File: src/hw/rtl/dwnp_pkg.sv
`timescale 1ns / 1ps
// ----------------------------------------------------------------------------
// dwnp_pkg
// shared constants for the delta word nibble packer
// ----------------------------------------------------------------------------
package dwnp_pkg;

  localparam int unsigned WordBitsDef = 32;
  localparam int unsigned NibbleW     = 4;
  localparam int unsigned PendW       = 3;
  localparam int unsigned ShortLen    = 6;
  localparam int unsigned DeltaW      = 5;

endpackage

File: src/hw/rtl/dwnp_encoder.sv
`timescale 1ns / 1ps
// ----------------------------------------------------------------------------
// dwnp_encoder
// delta coder with short escape; merges the token with the carried bits
// and holds previous word and carry state
// ----------------------------------------------------------------------------
module dwnp_encoder #(
  parameter int unsigned WORD_BITS = dwnp_pkg::WordBitsDef,
  parameter int unsigned NIB_MAX   = (WORD_BITS + 7) / 4,
  parameter int unsigned BUF_W     = NIB_MAX * 4,
  parameter int unsigned CNT_W     = $clog2(NIB_MAX + 1)
) (
  input  logic                 clk_i,
  input  logic                 rst_ni,
  input  logic [WORD_BITS-1:0] word_i,
  input  logic                 last_i,
  input  logic                 commit_i,
  output logic [BUF_W-1:0]     buf_o,
  output logic [CNT_W-1:0]     cnt_o
);
  import dwnp_pkg::*;

  localparam int unsigned LenW = $clog2(BUF_W + 1);

  logic [WORD_BITS-1:0] prev_q, prev_d;
  logic [PendW-1:0]     pend_q, pend_d;
  logic [1:0]           pcnt_q, pcnt_d;

  logic [WORD_BITS:0]   diff;
  logic                 is_short;
  logic [BUF_W-1:0]     token_la;
  logic [BUF_W-1:0]     stream;
  logic [LenW-1:0]      n;
  logic [LenW-3:0]      nfull;
  logic [1:0]           rem;
  logic [NibbleW-1:0]   rem_nib;

  always_comb begin
    diff     = {1'b0, word_i} - {1'b0, prev_q};
    is_short = (diff[WORD_BITS:DeltaW-1] == '0) || (diff[WORD_BITS:DeltaW-1] == '1);
    if (is_short) begin
      token_la = {1'b0, diff[DeltaW-1:0], {(BUF_W - ShortLen){1'b0}}};
      n        = LenW'(pcnt_q) + LenW'(ShortLen);
    end else begin
      token_la = {1'b1, word_i, {(BUF_W - 1 - WORD_BITS){1'b0}}};
      n        = LenW'(pcnt_q) + LenW'(WORD_BITS + 1);
    end
    stream = {pend_q, {(BUF_W - PendW){1'b0}}} | (token_la >> pcnt_q);
    nfull  = n[LenW-1:2];
    rem    = n[1:0];
  end

  // nibble that holds the leftover bits, zero padded
  always_comb begin
    rem_nib = '0;
    for (int i = 0; i < NIB_MAX; i++) begin
      if (nfull == (LenW-2)'(i)) begin
        rem_nib = stream[BUF_W-1-4*i -: NibbleW];
      end
    end
  end

  assign buf_o = stream;
  assign cnt_o = CNT_W'(nfull) + CNT_W'(last_i && (rem != 2'd0));

  always_comb begin
    if (last_i) begin
      prev_d = '0;
      pend_d = '0;
      pcnt_d = '0;
    end else begin
      prev_d = word_i;
      pend_d = rem_nib[NibbleW-1 -: PendW];
      pcnt_d = rem;
    end
  end

  always_ff @(posedge clk_i or negedge rst_ni) begin
    if (!rst_ni) begin
      prev_q <= '0;
      pend_q <= '0;
      pcnt_q <= '0;
    end else if (commit_i) begin
      prev_q <= prev_d;
      pend_q <= pend_d;
      pcnt_q <= pcnt_d;
    end
  end

endmodule

File: src/hw/rtl/dwnp_serializer.sv
`timescale 1ns / 1ps
// ----------------------------------------------------------------------------
// dwnp_serializer
// result register that shifts one nibble out per transfer
// ----------------------------------------------------------------------------
module dwnp_serializer #(
  parameter int unsigned BUF_W = 36,
  parameter int unsigned CNT_W = 4
) (
  input  logic               clk_i,
  input  logic               rst_ni,
  input  logic               load_i,
  input  logic [BUF_W-1:0]   buf_i,
  input  logic [CNT_W-1:0]   cnt_i,
  input  logic               last_i,
  output logic               load_ready_o,
  output logic               out_valid_o,
  input  logic               out_ready_i,
  output logic [3:0]         nibble_o,
  output logic               last_nibble_o
);
  import dwnp_pkg::*;

  logic [BUF_W-1:0] buf_q;
  logic [CNT_W-1:0] cnt_q;
  logic             last_q;
  logic             xfer;

  assign out_valid_o   = (cnt_q != '0);
  assign xfer          = out_valid_o && out_ready_i;
  assign load_ready_o  = (cnt_q == '0) || ((cnt_q == CNT_W'(1)) && out_ready_i);
  assign nibble_o      = buf_q[BUF_W-1 -: NibbleW];
  assign last_nibble_o = last_q && (cnt_q == CNT_W'(1));

  always_ff @(posedge clk_i or negedge rst_ni) begin
    if (!rst_ni) begin
      cnt_q  <= '0;
      last_q <= 1'b0;
    end else if (load_i) begin
      cnt_q  <= cnt_i;
      last_q <= last_i;
    end else if (xfer) begin
      cnt_q  <= cnt_q - CNT_W'(1);
    end
  end

  always_ff @(posedge clk_i) begin
    if (load_i) begin
      buf_q <= buf_i;
    end else if (xfer) begin
      buf_q <= buf_q << NibbleW;
    end
  end

endmodule

File: src/hw/rtl/delta_word_nibble_packer.sv
`timescale 1ns / 1ps
// ----------------------------------------------------------------------------
// delta_word_nibble_packer
// delta coder with a short escape, packing its codes into 4-bit nibbles
// ----------------------------------------------------------------------------
// A word enters an input register, is coded combinationally and moves into a
// nibble shift register; the next word is taken while those nibbles drain.
// Each word sends out the nibbles it produces, one per transfer: one or
// two for a short delta and (WORD_BITS + 1 + carry) / 4, i.e. 8 or 9 at
// 32 bits, for an escaped word, plus one zero-padded nibble when a last word
// leaves bits over, so at most 9 at 32 bits. The one-nibble-per-transfer
// output port sets the rate; an accepted word passes the input register
// and the nibble shift register before its first nibble leaves.
module delta_word_nibble_packer #(
  parameter int unsigned WORD_BITS = dwnp_pkg::WordBitsDef
) (
  input  logic                 clk_i,
  input  logic                 rst_ni,
  input  logic                 in_valid_i,
  output logic                 in_ready_o,
  input  logic [WORD_BITS-1:0] word_i,
  input  logic                 last_word_i,
  output logic                 out_valid_o,
  input  logic                 out_ready_i,
  output logic [3:0]           nibble_o,
  output logic                 last_nibble_o
);
  import dwnp_pkg::*;

  localparam int unsigned NibMax = (WORD_BITS + 7) / 4;
  localparam int unsigned BufW   = NibMax * 4;
  localparam int unsigned CntW   = $clog2(NibMax + 1);

  logic                 iv_q;
  logic [WORD_BITS-1:0] word_q;
  logic                 last_q;
  logic                 load;
  logic                 load_ready;
  logic [BufW-1:0]      enc_buf;
  logic [CntW-1:0]      enc_cnt;

  assign load       = iv_q && load_ready;
  assign in_ready_o = !iv_q || load;

  always_ff @(posedge clk_i or negedge rst_ni) begin
    if (!rst_ni) begin
      iv_q <= 1'b0;
    end else if (in_ready_o) begin
      iv_q <= in_valid_i;
    end
  end

  always_ff @(posedge clk_i) begin
    if (in_valid_i && in_ready_o) begin
      word_q <= word_i;
      last_q <= last_word_i;
    end
  end

  dwnp_encoder #(
    .WORD_BITS (WORD_BITS),
    .NIB_MAX   (NibMax),
    .BUF_W     (BufW),
    .CNT_W     (CntW)
  ) u_encoder (
    .clk_i    (clk_i),
    .rst_ni   (rst_ni),
    .word_i   (word_q),
    .last_i   (last_q),
    .commit_i (load),
    .buf_o    (enc_buf),
    .cnt_o    (enc_cnt)
  );

  dwnp_serializer #(
    .BUF_W (BufW),
    .CNT_W (CntW)
  ) u_serializer (
    .clk_i         (clk_i),
    .rst_ni        (rst_ni),
    .load_i        (load),
    .buf_i         (enc_buf),
    .cnt_i         (enc_cnt),
    .last_i        (last_q),
    .load_ready_o  (load_ready),
    .out_valid_o   (out_valid_o),
    .out_ready_i   (out_ready_i),
    .nibble_o      (nibble_o),
    .last_nibble_o (last_nibble_o)
  );

endmodule

File: config.mk
export PLATFORM = sky130hd
export DESIGN_NAME = delta_word_nibble_packer
export DESIGN_NICKNAME = d
export VERILOG_FILES = /design/src/hw/rtl/dwnp_pkg.sv /design/src/hw/rtl/dwnp_encoder.sv /design/src/hw/rtl/dwnp_serializer.sv /design/src/hw/rtl/delta_word_nibble_packer.sv
export SDC_FILE = /design/constraint.sdc
export NUM_CORES = 1
export LEC_CHECK = 0
export ABC_AREA = 1
export BUFFER_PORTS_ARGS = -buffer_cell sky130_fd_sc_hd__buf_2
export CORE_AREA = 2 2 118 120
export CTS_CLUSTER_DIAMETER = 40
export DETAILED_ROUTE_END_ITERATION = 10
export DIE_AREA = 0 0 120 122
export GPL_TIMING_DRIVEN = 1
export PLACE_DENSITY = 0.82
export SKIP_CTS_REPAIR_TIMING = 1
export SLEW_MARGIN = 20
export SYNTH_ARGS = -nofsm -noshare
export SYNTH_HDL_FRONTEND = slang
export SYNTH_SLANG_ARGS = --single-unit
export TNS_END_PERCENT = 5
File: constraint.sdc
create_clock -name clk_i -period 6.4 [get_ports clk_i]
set_clock_uncertainty 0.05 [all_clocks]
set_input_delay 1.28 -clock clk_i [delete_from_list [all_inputs] [get_ports clk_i]]
set_output_delay 1.28 -clock clk_i [all_outputs]
set_load 0.05 [all_outputs]
==> out/results.ini <==
[sta]
setup_viol = 0
min_period_ps = 4620
tns_ps = 0
slew_viol_final = 0
hold_viol_final = 0
fmaxAchievable_mhz = 216
whs_ps = 437
post-route-period-util_pct = 72.2
worst_slew_pin_slew_ps = 872
slew_headroom_pct = 41.8
grt_setup_unrepaired = no

[pwr]
p_seq_share_pct = 25.1
power.share.clock_pct = 11.9
p_leak_nw = 4.67
power.density_nw_per_um2 = 541
swShare_pct = 51.7
internal_power_mw = 2.38
ir_drop_uv = 267
comb_power_share_pct = 63.0
p_sw_mw = 2.56

[logic_synthesis]
synth_cell_types = 41
ys_ff_latch = 112
ys_seq_area_share_pct = 37.1
avgSynthCellArea_um2 = 6.85
synth_commonest_cells = 410 x nand2_1, 209 x inv_1, 141 x nand3_1
ys_warn_count = 0
synth.most_common_cell = nand2_1
synthTopCellsByArea = edfxtp_1 24%, nand2_1 18%, dfrtp_1 13%
synth_top_cell_area_share_pct = 24.5
synth-edff-count = 69
syn_area_um2 = 8470
synthArstFlopShare_pct = 38.4
ys.flop_type = edfxtp_1
synth.net_count = 1316
synth_area_leader_cell = edfxtp_1
syn_inst = 1238

[global_routing]
gr-total-overflow = 0
grt_max_degree = 50
grt_pass1_vias = 7428
grt_usage_pct = 32.6
grt_pass1_wl_mm = 37.1
antenna_found_initial = 0

[drt]
wl_per_cell_um = 16.1
ant_nets = 0
drt_iter0_markers = 872
first_pass_iters = 5
wl_mm = 23.5
routed_via_density = 5.58
drc = 0
vias = 8120

[clock_network]
cts_buffer_depth = 2
clkSlewWorstSetupHoldPaths_ps = 80
clkLatencyLatePin_ps = 360
numClockSinks = 112
root_buffer = clkbuf_16
htreeDepth = 3
cts_tree = built
cts_buffers = 9

[setup_path]
crit_type = flop to flop
r2r_slack_ps = 1780
reg2reg_to = u_serializer.cnt_q[1]$_DFFE_PN0P_
worstPathMaxFanout = 30
reg2regPathDepth = 27
worstReg2RegStart = word_q[0]$_DFFE_PP_
cp-start-kind = flop
crit_arrival_ps = 4810
crit_path_end_kind = flop
crit_required_ps = 6590

[run_status]
status = completed

[hold_path]
hold_depth = 2
worstHoldEndpoint = u_encoder.pend_q[2]$_DFFE_PN0P_
worstHoldPathType = flop to flop
hold_start = u_encoder.pend_q[2]$_DFFE_PN0P_

[floorplanning]
placeableCoreArea_um2 = 13500
row_count = 43
die-area_um2 = 14600
die_x_um = 120
io_pins = 44
die_y_um = 122
start_util_pct = 62.8

[placed_design]
hpwlAfterDp_mm = 18.1
port_buffers = 43
gp_congestion = 1.01

[finish]
drive_above_1_share_pct = 9.89
n_fill_cell = 1204
antenna_cells = 0
area_growth_syn_to_layout_pct = 7.81
layout.nets = 1347

[job]
cap_violations = 0

power groups by stage:
stage | combinational (mW) | clock, mW | sequential, mW
finish | 3.11 | 0.586 | 1.24
CTS | 3.06 | 0.586 | 1.24
global route | 3.48 | 0.612 | 1.26
floorplan | 2.32 | 0 | 1.21
detailed placement | 3.03 | 0 | 1.25
global placement | 3.02 | 0 | 1.24
how the worst max path moves through the flow:
stage / cells after the start / startpoint / endpoint / slack, ps
6_report: 27 / word_q[0]$_DFFE_PP_ / u_serializer.cnt_q[1]$_DFFE_PN0P_ / 1780
5_1_grt: 29 / word_q[0]$_DFFE_PP_ / u_serializer.cnt_q[1]$_DFFE_PN0P_ / 1400
4_1_cts: 29 / word_q[0]$_DFFE_PP_ / u_serializer.cnt_q[1]$_DFFE_PN0P_ / 1890
3_5_place_dp: 29 / word_q[0]$_DFFE_PP_ / u_serializer.cnt_q[1]$_DFFE_PN0P_ / 1940
3_3_place_gp: 27 / word_q[0]$_DFFE_PP_ / u_serializer.cnt_q[1]$_DFFE_PN0P_ / 1940
2_1_floorplan: 27 / u_encoder.prev_q[0]$_DFFE_PN0P_ / u_serializer.cnt_q[1]$_DFFE_PN0P_ / 2830
placed cells by master, fill, tap and decap left out, types with 17 or more instances in the layout:
cell type / count
nand2_1: 410
inv_1: 209
nand3_1: 141
nor2_1: 78
edfxtp_1: 69
buf_2: 43
dfrtp_1: 43
ha_1: 40
o21ai_0: 33
a21oi_1: 28
o22ai_1: 20
nand4_1: 17
state kept, by name, indices dropped and copies added (netlist names):
register	count
u_serializer.last_q	1
u_encoder.pcnt_q	2
word_q	32
u_serializer.cnt_q	4
last_q	1
u_encoder.pend_q	3
u_encoder.prev_q	32
iv_q	1
u_serializer.buf_q	36
kinds of logic (layout without fill, tap and decap cells):
kind of cell / Yosys count / count (layout) / share of synthesized area [%]
simple gates: 708 / 708 / 36.3
buf+inv: 257 / 293 / 11.8
xor+xnor: 6 / 6 / 0.709
compound gates: 114 / 114 / 7.91
flops: 112 / 112 / 37.1
fa+ha+maj: 41 / 41 / 6.14
area by class of cell:
cell class                 count  area (um2)  area share, %
clock inverter                 6        73.8          0.808
inverter                     225         845           9.24
timing repair buffer          52         283           3.10
tap                          180         225           2.47
clock buffer                  10         229           2.51
multi-input combinational    869        4330           47.4
sequential                   112        3150           34.5
worst max-delay path, cell delays in order (launching register included):
cell and delay [ps]:
edfxtp_1 380, inv_1 90, ha_1 220, fa_1 450
inv_1 110, nand2_1 70, nand2_1 130, nand4_1 150
nand3_1 230, nand2_1 140, nand3_1 90, nand2_1 80
nor2_1 140, nand2_1 80, nor2_2 120, nand3_2 170
nand2_4 320, inv_2 320, nor2_4 180, inv_2 50
o21ai_2 60, nand2_1 70, nand2_1 50, inv_1 40
ha_1 180, ha_1 260, o21ai_0 140, o21ai_0 100
stage by stage:
stage | util [%] | setup WS [ps] | cells | instance area, um2 | total power, mW
after CTS | 67.7 | 1890 | 1454 | 9140 | 4.88
final | 67.7 | 1780 | 1454 | 9140 | 4.94
after global routing | 67.7 | 1400 | 1454 | 9140 | 5.36
after global placement | 65.4 | 1940 | 1438 | 8830 | 4.26
after detailed placement | 65.4 | 1940 | 1438 | 8830 | 4.28
after floorplan | - | 2830 | 1238 | 8470 | 3.53
per-layer routing:
metal | up-vias | track usage, % | share of wire [%]
met5 | - | 0 | 0
met4 | 0 | 10.0 | 2.4
met3 | 44 | 5.90 | 8.6
met2 | 388 | 53.4 | 46
met1 | 3674 | 44.1 | 43
li1 | 4014 | - | -
Power figures use the tool's default switching activity.
